### src/hdl/slht_pkg.sv
// shared constants, types and tables for the segment length, heading and turn block
package slht_pkg;

    localparam int COORD_WIDTH_DEF = 16;
    localparam int FRAC_BITS_DEF   = 8;
    localparam int ITERS           = 20;
    localparam int ITER_W          = $clog2(ITERS);
    localparam int ZFRAC           = 24;
    localparam int GUARD           = 4;
    localparam int GAIN_W          = 30;
    localparam int Z_WIDTH         = ZFRAC + 12;
    localparam int QUEUE_DEPTH     = 2;

    localparam logic [GAIN_W-1:0] INV_GAIN = GAIN_W'(652032874);

    localparam logic signed [Z_WIDTH-1:0] Z_HALF = Z_WIDTH'(64'd180 << ZFRAC);
    localparam logic signed [Z_WIDTH-1:0] Z_FULL = Z_WIDTH'(64'd360 << ZFRAC);

    // atan(2^-i) in degrees
    localparam logic signed [Z_WIDTH-1:0] ATAN_TAB [ITERS] = '{
        Z_WIDTH'(754974720), Z_WIDTH'(445687602), Z_WIDTH'(235489088),
        Z_WIDTH'(119537938), Z_WIDTH'(60000934),  Z_WIDTH'(30029717),
        Z_WIDTH'(15018523),  Z_WIDTH'(7509720),   Z_WIDTH'(3754917),
        Z_WIDTH'(1877466),   Z_WIDTH'(938734),    Z_WIDTH'(469367),
        Z_WIDTH'(234684),    Z_WIDTH'(117342),    Z_WIDTH'(58671),
        Z_WIDTH'(29335),     Z_WIDTH'(14668),     Z_WIDTH'(7334),
        Z_WIDTH'(3667),      Z_WIDTH'(1833)
    };

    typedef struct packed {
        logic is_zero;
        logic is_neg;
    } t_seg_flags;

    typedef enum logic [2:0] {
        S_IDLE,
        S_MUL,
        S_INIT,
        S_ITER,
        S_WRAP,
        S_ROUND,
        S_TURN
    } t_state;

endpackage

### src/hdl/slht_seg_if.sv
// segment input channel: valid, ready and the start and end points
interface slht_seg_if #(
    parameter int COORD_WIDTH = slht_pkg::COORD_WIDTH_DEF
) ();
    logic                          valid;
    logic                          ready;
    logic signed [COORD_WIDTH-1:0] start_x;
    logic signed [COORD_WIDTH-1:0] start_y;
    logic signed [COORD_WIDTH-1:0] end_x;
    logic signed [COORD_WIDTH-1:0] end_y;

    modport source (output valid, output start_x, output start_y,
                    output end_x, output end_y, input ready);
    modport sink   (input valid, input start_x, input start_y,
                    input end_x, input end_y, output ready);
endinterface

### src/hdl/slht_res_if.sv
// result channel: valid, ready, length and turn
interface slht_res_if #(
    parameter int COORD_WIDTH = slht_pkg::COORD_WIDTH_DEF,
    parameter int FRAC_BITS   = slht_pkg::FRAC_BITS_DEF
) ();
    localparam int LEN_WIDTH = COORD_WIDTH + 1 + FRAC_BITS;
    localparam int ANG_WIDTH = FRAC_BITS + 9;

    logic                        valid;
    logic                        ready;
    logic [LEN_WIDTH-1:0]        seg_length;
    logic signed [ANG_WIDTH-1:0] turn_angle;
    logic                        turn_valid;

    modport source (output valid, output seg_length, output turn_angle,
                    output turn_valid, input ready);
    modport sink   (input valid, input seg_length, input turn_angle,
                    input turn_valid, output ready);
endinterface

### src/hdl/segment_length_heading_turn.sv
// top level: segment length, heading and turn by iterative cordic vectoring
// zero-length segments skip the gain multiply and cordic steps and go to wrap and rounding
// one segment at a time through the 20 steps of the single shared cordic add/shift unit plus
// gain multiply, rounding and turn steps; a 2-entry queue ahead of it takes further segments
// reset: synchronous active low, clears queue, stored heading and history, no result pending
module segment_length_heading_turn #(
    parameter int COORD_WIDTH = slht_pkg::COORD_WIDTH_DEF,
    parameter int FRAC_BITS   = slht_pkg::FRAC_BITS_DEF
) (
    input  logic       i_clk,
    input  logic       i_rst_n,
    slht_seg_if.sink   i_seg,
    slht_res_if.source o_res
);
    localparam int QW = 2 * (COORD_WIDTH + 1) + $bits(slht_pkg::t_seg_flags);

    logic          push_valid;
    logic          push_ready;
    logic [QW-1:0] push_data;
    logic          pop_valid;
    logic          pop_ready;
    logic [QW-1:0] pop_data;

    slht_front #(
        .COORD_WIDTH (COORD_WIDTH),
        .QW          (QW)
    ) u_front (
        .i_seg        (i_seg),
        .o_push_valid (push_valid),
        .i_push_ready (push_ready),
        .o_push_data  (push_data)
    );

    slht_fifo #(
        .WIDTH (QW)
    ) u_fifo (
        .i_clk        (i_clk),
        .i_rst_n      (i_rst_n),
        .i_push_valid (push_valid),
        .o_push_ready (push_ready),
        .i_push_data  (push_data),
        .o_pop_valid  (pop_valid),
        .i_pop_ready  (pop_ready),
        .o_pop_data   (pop_data)
    );

    slht_back #(
        .COORD_WIDTH (COORD_WIDTH),
        .FRAC_BITS   (FRAC_BITS),
        .QW          (QW)
    ) u_back (
        .i_clk       (i_clk),
        .i_rst_n     (i_rst_n),
        .i_pop_valid (pop_valid),
        .o_pop_ready (pop_ready),
        .i_pop_data  (pop_data),
        .o_res       (o_res)
    );

endmodule

### src/hdl/slht_front.sv
// front end: takes segments, forms the difference vector and classifies it
module slht_front #(
    parameter int COORD_WIDTH = slht_pkg::COORD_WIDTH_DEF,
    parameter int QW          = 2 * (COORD_WIDTH + 1) + $bits(slht_pkg::t_seg_flags)
) (
    slht_seg_if.sink     i_seg,
    output logic         o_push_valid,
    input  logic         i_push_ready,
    output logic [QW-1:0] o_push_data
);
    localparam int DW = COORD_WIDTH + 1;

    logic signed [DW-1:0] dx;
    logic signed [DW-1:0] dy;
    slht_pkg::t_seg_flags flags;

    always_comb begin
        dx = {i_seg.end_x[COORD_WIDTH-1], i_seg.end_x}
           - {i_seg.start_x[COORD_WIDTH-1], i_seg.start_x};
        dy = {i_seg.end_y[COORD_WIDTH-1], i_seg.end_y}
           - {i_seg.start_y[COORD_WIDTH-1], i_seg.start_y};
        flags.is_zero = (dx == '0) && (dy == '0);
        flags.is_neg  = dx[DW-1];
    end

    assign o_push_valid = i_seg.valid;
    assign i_seg.ready  = i_push_ready;
    assign o_push_data  = {flags, dx, dy};

endmodule

### src/hdl/slht_fifo.sv
// short queue between the front end and the cordic back end
module slht_fifo #(
    parameter int WIDTH = 8
) (
    input  logic             i_clk,
    input  logic             i_rst_n,
    input  logic             i_push_valid,
    output logic             o_push_ready,
    input  logic [WIDTH-1:0] i_push_data,
    output logic             o_pop_valid,
    input  logic             i_pop_ready,
    output logic [WIDTH-1:0] o_pop_data
);
    localparam int DEPTH = slht_pkg::QUEUE_DEPTH;
    localparam int PTR_W = $clog2(DEPTH);
    localparam int CNT_W = $clog2(DEPTH + 1);

    logic [WIDTH-1:0] r_mem [DEPTH];
    logic [PTR_W-1:0] r_wr_ptr, n_wr_ptr;
    logic [PTR_W-1:0] r_rd_ptr, n_rd_ptr;
    logic [CNT_W-1:0] r_count, n_count;
    logic             push;
    logic             pop;

    assign o_push_ready = (r_count != CNT_W'(DEPTH));
    assign o_pop_valid  = (r_count != '0);
    assign o_pop_data   = r_mem[r_rd_ptr];
    assign push         = i_push_valid && o_push_ready;
    assign pop          = o_pop_valid && i_pop_ready;

    always_comb begin
        n_wr_ptr = r_wr_ptr;
        n_rd_ptr = r_rd_ptr;
        if (push) begin
            n_wr_ptr = (r_wr_ptr == PTR_W'(DEPTH - 1)) ? '0 : r_wr_ptr + 1'b1;
        end
        if (pop) begin
            n_rd_ptr = (r_rd_ptr == PTR_W'(DEPTH - 1)) ? '0 : r_rd_ptr + 1'b1;
        end
        n_count = r_count + CNT_W'(push) - CNT_W'(pop);
    end

    always_ff @(posedge i_clk) begin
        if (!i_rst_n) begin
            r_wr_ptr <= '0;
            r_rd_ptr <= '0;
            r_count  <= '0;
        end else begin
            r_wr_ptr <= n_wr_ptr;
            r_rd_ptr <= n_rd_ptr;
            r_count  <= n_count;
        end
    end

    always_ff @(posedge i_clk) begin
        if (push) begin
            r_mem[r_wr_ptr] <= i_push_data;
        end
    end

endmodule

### src/hdl/slht_back.sv
// back end: gain scaling, iterative cordic vectoring, rounding and turn tracking
module slht_back #(
    parameter int COORD_WIDTH = slht_pkg::COORD_WIDTH_DEF,
    parameter int FRAC_BITS   = slht_pkg::FRAC_BITS_DEF,
    parameter int QW          = 2 * (COORD_WIDTH + 1) + $bits(slht_pkg::t_seg_flags)
) (
    input  logic          i_clk,
    input  logic          i_rst_n,
    input  logic          i_pop_valid,
    output logic          o_pop_ready,
    input  logic [QW-1:0] i_pop_data,
    slht_res_if.source    o_res
);
    localparam int DW   = COORD_WIDTH + 1;
    localparam int PW   = DW + slht_pkg::GAIN_W + 1;
    localparam int SH   = 30 - FRAC_BITS - slht_pkg::GUARD;
    localparam int XW   = COORD_WIDTH + FRAC_BITS + slht_pkg::GUARD + 3;
    localparam int ZW   = slht_pkg::Z_WIDTH;
    localparam int LW   = COORD_WIDTH + 1 + FRAC_BITS;
    localparam int AW   = FRAC_BITS + 9;
    localparam int TW   = AW + 2;
    localparam int RSH  = slht_pkg::ZFRAC - FRAC_BITS;
    localparam int IW   = slht_pkg::ITER_W;

    localparam logic [AW-1:0] A_FULL = AW'(360) << FRAC_BITS;
    localparam logic signed [TW-1:0] T_HALF = TW'(180) << FRAC_BITS;
    localparam logic signed [TW-1:0] T_FULL = TW'(360) << FRAC_BITS;
    localparam logic [ZW-1:0] Z_RND = ZW'(1) << (RSH - 1);
    localparam logic [XW-1:0] X_RND = XW'(1) << (slht_pkg::GUARD - 1);
    localparam logic [XW-slht_pkg::GUARD-1:0] L_MAX = {LW{1'b1}};

    slht_pkg::t_seg_flags   pop_flags;
    logic signed [DW-1:0]   pop_dx;
    logic signed [DW-1:0]   pop_dy;

    slht_pkg::t_state       r_state, n_state;
    logic [IW-1:0]          r_iter, n_iter;
    logic                   r_out_valid, n_out_valid;
    logic                   r_have, n_have;
    logic [AW-1:0]          r_prev, n_prev;

    logic signed [DW-1:0]   r_dx, n_dx;
    logic signed [DW-1:0]   r_dy, n_dy;
    logic                   r_neg, n_neg;
    logic signed [PW-1:0]   r_px, n_px;
    logic signed [PW-1:0]   r_py, n_py;
    logic signed [XW-1:0]   r_x, n_x;
    logic signed [XW-1:0]   r_y, n_y;
    logic signed [ZW-1:0]   r_z, n_z;
    logic [AW-1:0]          r_head, n_head;
    logic [LW-1:0]          r_len, n_len;
    logic [LW-1:0]          r_out_len, n_out_len;
    logic signed [AW-1:0]   r_out_turn, n_out_turn;
    logic                   r_out_tv, n_out_tv;

    logic signed [XW-1:0]   xs;
    logic signed [XW-1:0]   ys;
    logic signed [XW-1:0]   sx;
    logic signed [XW-1:0]   sy;
    logic [ZW-1:0]          zr;
    logic [AW-1:0]          hq;
    logic [XW-1:0]          lsum;
    logic [XW-slht_pkg::GUARD-1:0] lq;
    logic signed [TW-1:0]   td;
    logic                   load;

    assign {pop_flags, pop_dx, pop_dy} = i_pop_data;
    assign load = (r_state == slht_pkg::S_TURN) && (!r_out_valid || o_res.ready);

    always_comb begin
        n_state     = r_state;
        n_iter      = r_iter;
        n_have      = r_have;
        n_prev      = r_prev;
        n_dx        = r_dx;
        n_dy        = r_dy;
        n_neg       = r_neg;
        n_px        = r_px;
        n_py        = r_py;
        n_x         = r_x;
        n_y         = r_y;
        n_z         = r_z;
        n_head      = r_head;
        n_len       = r_len;
        n_out_len   = r_out_len;
        n_out_turn  = r_out_turn;
        n_out_tv    = r_out_tv;
        n_out_valid = r_out_valid && !o_res.ready;
        o_pop_ready = 1'b0;

        xs   = r_x >>> r_iter;
        ys   = r_y >>> r_iter;
        sx   = XW'(r_px >>> SH);
        sy   = XW'(r_py >>> SH);
        zr   = ZW'(r_z) + Z_RND;
        hq   = AW'(zr >> RSH);
        lsum = XW'(r_x) + X_RND;
        lq   = (XW - slht_pkg::GUARD)'(lsum >> slht_pkg::GUARD);
        td   = $signed({2'b00, r_prev}) - $signed({2'b00, r_head});

        unique case (r_state)
            slht_pkg::S_IDLE: begin
                o_pop_ready = 1'b1;
                if (i_pop_valid) begin
                    n_dx  = pop_dx;
                    n_dy  = pop_dy;
                    n_neg = pop_flags.is_neg;
                    if (pop_flags.is_zero) begin
                        n_x     = '0;
                        n_z     = '0;
                        n_state = slht_pkg::S_WRAP;
                    end else begin
                        n_state = slht_pkg::S_MUL;
                    end
                end
            end
            slht_pkg::S_MUL: begin
                n_px    = r_dx * $signed({1'b0, slht_pkg::INV_GAIN});
                n_py    = r_dy * $signed({1'b0, slht_pkg::INV_GAIN});
                n_state = slht_pkg::S_INIT;
            end
            slht_pkg::S_INIT: begin
                n_x     = r_neg ? -sx : sx;
                n_y     = r_neg ? -sy : sy;
                n_z     = r_neg ? slht_pkg::Z_HALF : '0;
                n_iter  = '0;
                n_state = slht_pkg::S_ITER;
            end
            slht_pkg::S_ITER: begin
                if (!r_y[XW-1]) begin
                    n_x = r_x + ys;
                    n_y = r_y - xs;
                    n_z = r_z + slht_pkg::ATAN_TAB[r_iter];
                end else begin
                    n_x = r_x - ys;
                    n_y = r_y + xs;
                    n_z = r_z - slht_pkg::ATAN_TAB[r_iter];
                end
                if (r_iter == IW'(slht_pkg::ITERS - 1)) begin
                    n_state = slht_pkg::S_WRAP;
                end else begin
                    n_iter = r_iter + 1'b1;
                end
            end
            slht_pkg::S_WRAP: begin
                if (r_z[ZW-1]) begin
                    n_z = r_z + slht_pkg::Z_FULL;
                end
                n_state = slht_pkg::S_ROUND;
            end
            slht_pkg::S_ROUND: begin
                n_head = (hq >= A_FULL) ? hq - A_FULL : hq;
                priority if (r_x[XW-1] || r_x == '0) begin
                    n_len = '0;
                end else if (lq > L_MAX) begin
                    n_len = {LW{1'b1}};
                end else begin
                    n_len = LW'(lq);
                end
                n_state = slht_pkg::S_TURN;
            end
            slht_pkg::S_TURN: begin
                if (load) begin
                    n_out_valid = 1'b1;
                    n_out_len   = r_len;
                    n_out_tv    = r_have;
                    priority if (!r_have) begin
                        n_out_turn = '0;
                    end else if (td > T_HALF) begin
                        n_out_turn = AW'(td - T_FULL);
                    end else if (td < -T_HALF) begin
                        n_out_turn = AW'(td + T_FULL);
                    end else begin
                        n_out_turn = AW'(td);
                    end
                    n_prev  = r_head;
                    n_have  = 1'b1;
                    n_state = slht_pkg::S_IDLE;
                end
            end
            default: begin
                n_state = slht_pkg::S_IDLE;
            end
        endcase
    end

    always_ff @(posedge i_clk) begin
        if (!i_rst_n) begin
            r_state     <= slht_pkg::S_IDLE;
            r_iter      <= '0;
            r_out_valid <= 1'b0;
            r_have      <= 1'b0;
            r_prev      <= '0;
        end else begin
            r_state     <= n_state;
            r_iter      <= n_iter;
            r_out_valid <= n_out_valid;
            r_have      <= n_have;
            r_prev      <= n_prev;
        end
    end

    always_ff @(posedge i_clk) begin
        r_dx       <= n_dx;
        r_dy       <= n_dy;
        r_neg      <= n_neg;
        r_px       <= n_px;
        r_py       <= n_py;
        r_x        <= n_x;
        r_y        <= n_y;
        r_z        <= n_z;
        r_head     <= n_head;
        r_len      <= n_len;
        r_out_len  <= n_out_len;
        r_out_turn <= n_out_turn;
        r_out_tv   <= n_out_tv;
    end

    assign o_res.valid      = r_out_valid;
    assign o_res.seg_length = r_out_len;
    assign o_res.turn_angle = r_out_turn;
    assign o_res.turn_valid = r_out_tv;

    a_iter_range: assert property (@(posedge i_clk) disable iff (!i_rst_n)
        r_state == slht_pkg::S_ITER |-> r_iter < IW'(slht_pkg::ITERS))
        else $error("cordic iteration count out of range");

    a_prev_range: assert property (@(posedge i_clk) disable iff (!i_rst_n)
        r_prev < A_FULL)
        else $error("stored heading not below a full circle");

    a_have_sticky: assert property (@(posedge i_clk) disable iff (!i_rst_n)
        r_have |=> r_have)
        else $error("heading history lost");

    a_no_turn_zero: assert property (@(posedge i_clk) disable iff (!i_rst_n)
        o_res.valid && !o_res.turn_valid |-> o_res.turn_angle == '0)
        else $error("turn reported without a previous heading");

    a_turn_range: assert property (@(posedge i_clk) disable iff (!i_rst_n)
        o_res.valid && o_res.turn_valid |->
        ($signed(o_res.turn_angle) <= $signed(AW'(T_HALF)) &&
         $signed(o_res.turn_angle) >= -$signed(AW'(T_HALF))))
        else $error("turn outside half circle");

endmodule

### src/flat_wrapper.sv
// flat-port wrapper written by rule: the top's interface ports become plain ports
module segment_length_heading_turn_flat 
#(
    parameter int COORD_WIDTH = slht_pkg::COORD_WIDTH_DEF,
    parameter int FRAC_BITS   = slht_pkg::FRAC_BITS_DEF
)
  (i_clk, i_rst_n, i_seg_valid, i_seg_start_x, i_seg_start_y, i_seg_end_x, i_seg_end_y, i_seg_ready, o_res_valid, o_res_seg_length, o_res_turn_angle, o_res_turn_valid, o_res_ready);
  slht_seg_if #(.COORD_WIDTH(COORD_WIDTH)) i_seg_i ();
  slht_res_if #(.COORD_WIDTH(COORD_WIDTH), .FRAC_BITS(FRAC_BITS)) o_res_i ();
  input  logic i_clk;
  input  logic i_rst_n;
  input wire logic [$bits(i_seg_i.valid)-1:0] i_seg_valid;
  input wire logic [$bits(i_seg_i.start_x)-1:0] i_seg_start_x;
  input wire logic [$bits(i_seg_i.start_y)-1:0] i_seg_start_y;
  input wire logic [$bits(i_seg_i.end_x)-1:0] i_seg_end_x;
  input wire logic [$bits(i_seg_i.end_y)-1:0] i_seg_end_y;
  output wire logic [$bits(i_seg_i.ready)-1:0] i_seg_ready;
  output wire logic [$bits(o_res_i.valid)-1:0] o_res_valid;
  output wire logic [$bits(o_res_i.seg_length)-1:0] o_res_seg_length;
  output wire logic [$bits(o_res_i.turn_angle)-1:0] o_res_turn_angle;
  output wire logic [$bits(o_res_i.turn_valid)-1:0] o_res_turn_valid;
  input wire logic [$bits(o_res_i.ready)-1:0] o_res_ready;
  assign i_seg_i.valid = i_seg_valid;
  assign i_seg_i.start_x = i_seg_start_x;
  assign i_seg_i.start_y = i_seg_start_y;
  assign i_seg_i.end_x = i_seg_end_x;
  assign i_seg_i.end_y = i_seg_end_y;
  assign i_seg_ready = i_seg_i.ready;
  assign o_res_valid = o_res_i.valid;
  assign o_res_seg_length = o_res_i.seg_length;
  assign o_res_turn_angle = o_res_i.turn_angle;
  assign o_res_turn_valid = o_res_i.turn_valid;
  assign o_res_i.ready = o_res_ready;
  segment_length_heading_turn #(.COORD_WIDTH(COORD_WIDTH), .FRAC_BITS(FRAC_BITS)) u_core (.i_clk(i_clk), .i_rst_n(i_rst_n), .i_seg(i_seg_i), .o_res(o_res_i));
endmodule
### config.mk
export PLATFORM = sky130hd
export DESIGN_NAME = segment_length_heading_turn_flat
export DESIGN_NICKNAME = d
export VERILOG_FILES = /design/src/hdl/slht_pkg.sv /design/src/hdl/slht_seg_if.sv /design/src/hdl/slht_res_if.sv /design/src/hdl/segment_length_heading_turn.sv /design/src/hdl/slht_front.sv /design/src/hdl/slht_fifo.sv /design/src/hdl/slht_back.sv /design/src/flat_wrapper.sv
export SDC_FILE = /design/constraint.sdc
export NUM_CORES = 2
export LEC_CHECK = 0
export BUFFER_PORTS_ARGS = -buffer_cell sky130_fd_sc_hd__clkbuf_2
export CAP_MARGIN = 20
export CORE_AREA = 2 2 323 325
export DETAILED_ROUTE_END_ITERATION = 10
export DIE_AREA = 0 0 325 327
export PLACE_DENSITY = 0.7
export SYNTH_ARGS = -nofsm -noshare
export SYNTH_HDL_FRONTEND = slang
export SYNTH_SLANG_ARGS = --single-unit
### constraint.sdc
create_clock -name i_clk -period 8 [get_ports i_clk]
set_input_delay 2 -clock i_clk [delete_from_list [all_inputs] [get_ports i_clk]]
set_output_delay 2 -clock i_clk [all_outputs]
set_load 0.01 [all_outputs]
==> key figures <==
Cells and area
  • Commonest cells after routing, fill and taps aside: inv_1 (718), ha_1 (495), fa_1 (384)
  • Share of layout cells above drive strength 1: 8.876%
  • Area delta synth->final: 7.951%
  • Commonest non-fill, non-tap cell in the layout: inv_1
  • Post-layout nets: 5735

Placed design
  • PortBufs: 112
  • GP Congestion: 1.013
  • Dpl hpwl: 100100 um
  • Post-place setup slack: 735.9 ps

Synthesis
  • Flops & latches, synth: 379
  • Top cells by area, synth: edfxtp_1 (23%), fa_1 (17%), ha_1 (14%), inv_1 (5.9%), xnor2_1 (4.1%)
  • Syn Nets: 5693
  • Yosys warnings: 0
  • Ys async rst share: 0%
  • Post-synth EDFFs: 347
  • Largest area contributor in the netlist: edfxtp_1
  • Area share of the largest cell type after synthesis: 22.73%
  • Post-synthesis sequential area ratio: 24.13%
  • Post-synth design cell area: 45840 sq um
  • Avg Inst Size Synth: 9.659 sq um
  • Distinct cells, synth: 94
  • Post-Syn Instances: 4746
  • Ys flop type: edfxtp_1

Drt
  • DR vias/cell: 5.658
  • Routed wire length: 124100 um
  • Routed Antenna Nets: 0
  • DR vias: 35100
  • Drt initial violations: 2558
  • Drt pass-1 iters: 6
  • WL per Instance: 20.01 um
  • DRC: 0

Global route
  • Grt ovf: 0
  • First-pass GRT wire length: 194000 um
  • Vias in the first global route: 34370
  • GRT Util Overall: 23.02%
  • Antenna violations before repair: 1
  • Largest net degree at the start of global routing: 73

Setup path
  • CP max FO: 68
  • WP data arrival: 7670 ps
  • Worst setup SP type: flop
  • Setup crit start: u_core.u_back.r_iter[1]
  • CP Capture Type: flop
  • Crit Reg-Reg Startpoint: u_core.u_back.r_iter[1]
  • CP required: 8310 ps
  • WS Path Type: reg2reg
  • R2R depth: 21
  • Internal reg-to-reg setup slack: 640 ps
  • R2r endpoint: u_core.u_back.r_y[30]

Die
  • Die width: 325 um
  • Die Height: 327 um
  • Core Area: 102900 sq um
  • Die area: 106300 sq um
  • Initial core utilization: 44.55%
  • Ports: 113
  • # rows: 118

Clock network
  • Worst-Skew Late Latency: 620 ps
  • Clock sink total: 379
  • CTS tree: yes
  • CTS clock-pin slew for the worst setup and hold paths: 60 ps
  • CTS buffer count: 44
  • # H-tree levels: 2
  • Root buffer cell: clkbuf_16
  • Post-CTS setup repair buffer count: 0
  • Hold_buf cts: 0
  • Cts repair resizes: 0
  • CTS Buffer Depth: 3

STA
  • Hold Fails Final Rpt: 0
  • Setup TNS: 0 ps
  • Slew headroom: 17.84%
  • Worst setup margin: 641.9 ps
  • Final Setup Violations: 0
  • RSZ-0062 raised after global routing: no
  • Peak Freq: 0.1359 GHz
  • Minimum clock period: 7358 ps
  • Final period utilization: 91.98%
  • Pins Over Slew Limit: 0
  • Clock skew: 38.20 ps
  • Worst Tran Pin Value: 1217 ps

Min path
  • HP Start: u_core.u_back.r_len[6]
  • Hold depth: 0
  • Worst Hold Path EP: u_core.u_back.o_res.seg_length[6]
  • HP Class: reg2reg

Run
  • Maxcap violations: 0

Status
  • Status: finished, final reports clean
final cells by class:
cell class / count / area, sq um
antenna: 1 / 2.502
clock buffer: 56 / 1250
clock inverter: 24 / 296.5
fill: 9606 / 53420
inverter: 725 / 2721
multi-input combinational: 3461 / 31340
sequential: 379 / 11080
tap: 1380 / 1727
timing repair buffer: 177 / 1069
critical path, cell delays in order, from the launching register on:
cell and delay, ps:
dfxtp_4 960, buf_4 400, mux4_2 540, mux2i_1 280, a221oi_1 310, a2111oi_1 890
nand3b_1 260, or4_1 460, nor2_1 290, a21oi_1 130, xnor2_1 410, ha_1 280
and3_1 230, o211ai_1 140, a21oi_1 250, nor2_1 80, a211o_1 290, o21ai_0 330
nand3_1 120, nand2_1 90, xor2_1 150, a21oi_1 80
logic make-up after synthesis:
logic type | Yosys count | synth area share (%)
simple gates | 1048 | 11.16
compound gates | 1000 | 14.34
buf+inv | 906 | 7.610
fa+ha+maj | 879 | 30.28
flops | 379 | 24.13
xor+xnor | 327 | 6.248
mux | 207 | 6.226
Yosys cell counts (all sizes together), types with 39 or more instances:
library cell / number
inv: 722
ha: 495
fa: 384
edfxtp: 347
nor2: 302
nand2: 279
a21oi: 255
xnor2: 214
o21ai: 190
clkbuf: 113
xor2: 113
mux2i: 86
a21o: 84
nand3: 81
buf: 68
nor3: 67
mux2: 65
a211oi: 62
mux4: 56
o21a: 45
a31oi: 41
and3: 40
nor2b: 39
sequential cells by signal, summed over array words and instances, names as in the netlist, 25 cells and up, named ones only:
signal and flops:
u_core.u_back.o_res.seg_length 25, u_core.u_back.r_len 25, u_core.u_back.r_px 30, u_core.u_back.r_py 30, u_core.u_back.r_x 31, u_core.u_back.r_y 31, u_core.u_back.r_z 36, u_core.u_fifo.r_mem 70
worst max-delay path by stage:
stage                              to  depth (start not counted)
2_1_floorplan  u_core.u_back.r_py[43]                         22
3_3_place_gp   u_core.u_back.r_py[44]                         23
3_5_place_dp   u_core.u_back.r_py[44]                         23
4_1_cts        u_core.u_back.r_py[44]                         23
5_1_grt        u_core.u_back.r_py[44]                         23
6_report        u_core.u_back.r_y[30]                         21
routing by layer:
| metal | vias up | routed length [um] | track usage [%] |
|---|---|---|---|
| met5 | - | 13 | 0 |
| met4 | 2 | 4987 | 8.514 |
| met3 | 243 | 7227 | 2.755 |
| met2 | 1170 | 57230 | 37.78 |
| met1 | 17020 | 54680 | 31.35 |
| li1 | 16660 | - | - |
metrics by stage:
step / hold WS, ps / cell area, sq um / utilization [%] / std cells
5_1_grt: 421.4 / 49480 / 48.09 / 6202
4_1_cts: 416.9 / 49450 / 48.06 / 6201
3_3_place_gp: 402.4 / 47900 / 46.55 / 6120
6_report: 415.0 / 49490 / 48.09 / 6203
2_1_floorplan: 400.3 / 45840 / - / 4746
3_5_place_dp: 405.2 / 47910 / 46.56 / 6121
Power is left out: the tool's default activity adds up to more than one toggle a clock period on the data nets, which glitch-free logic cannot reach.
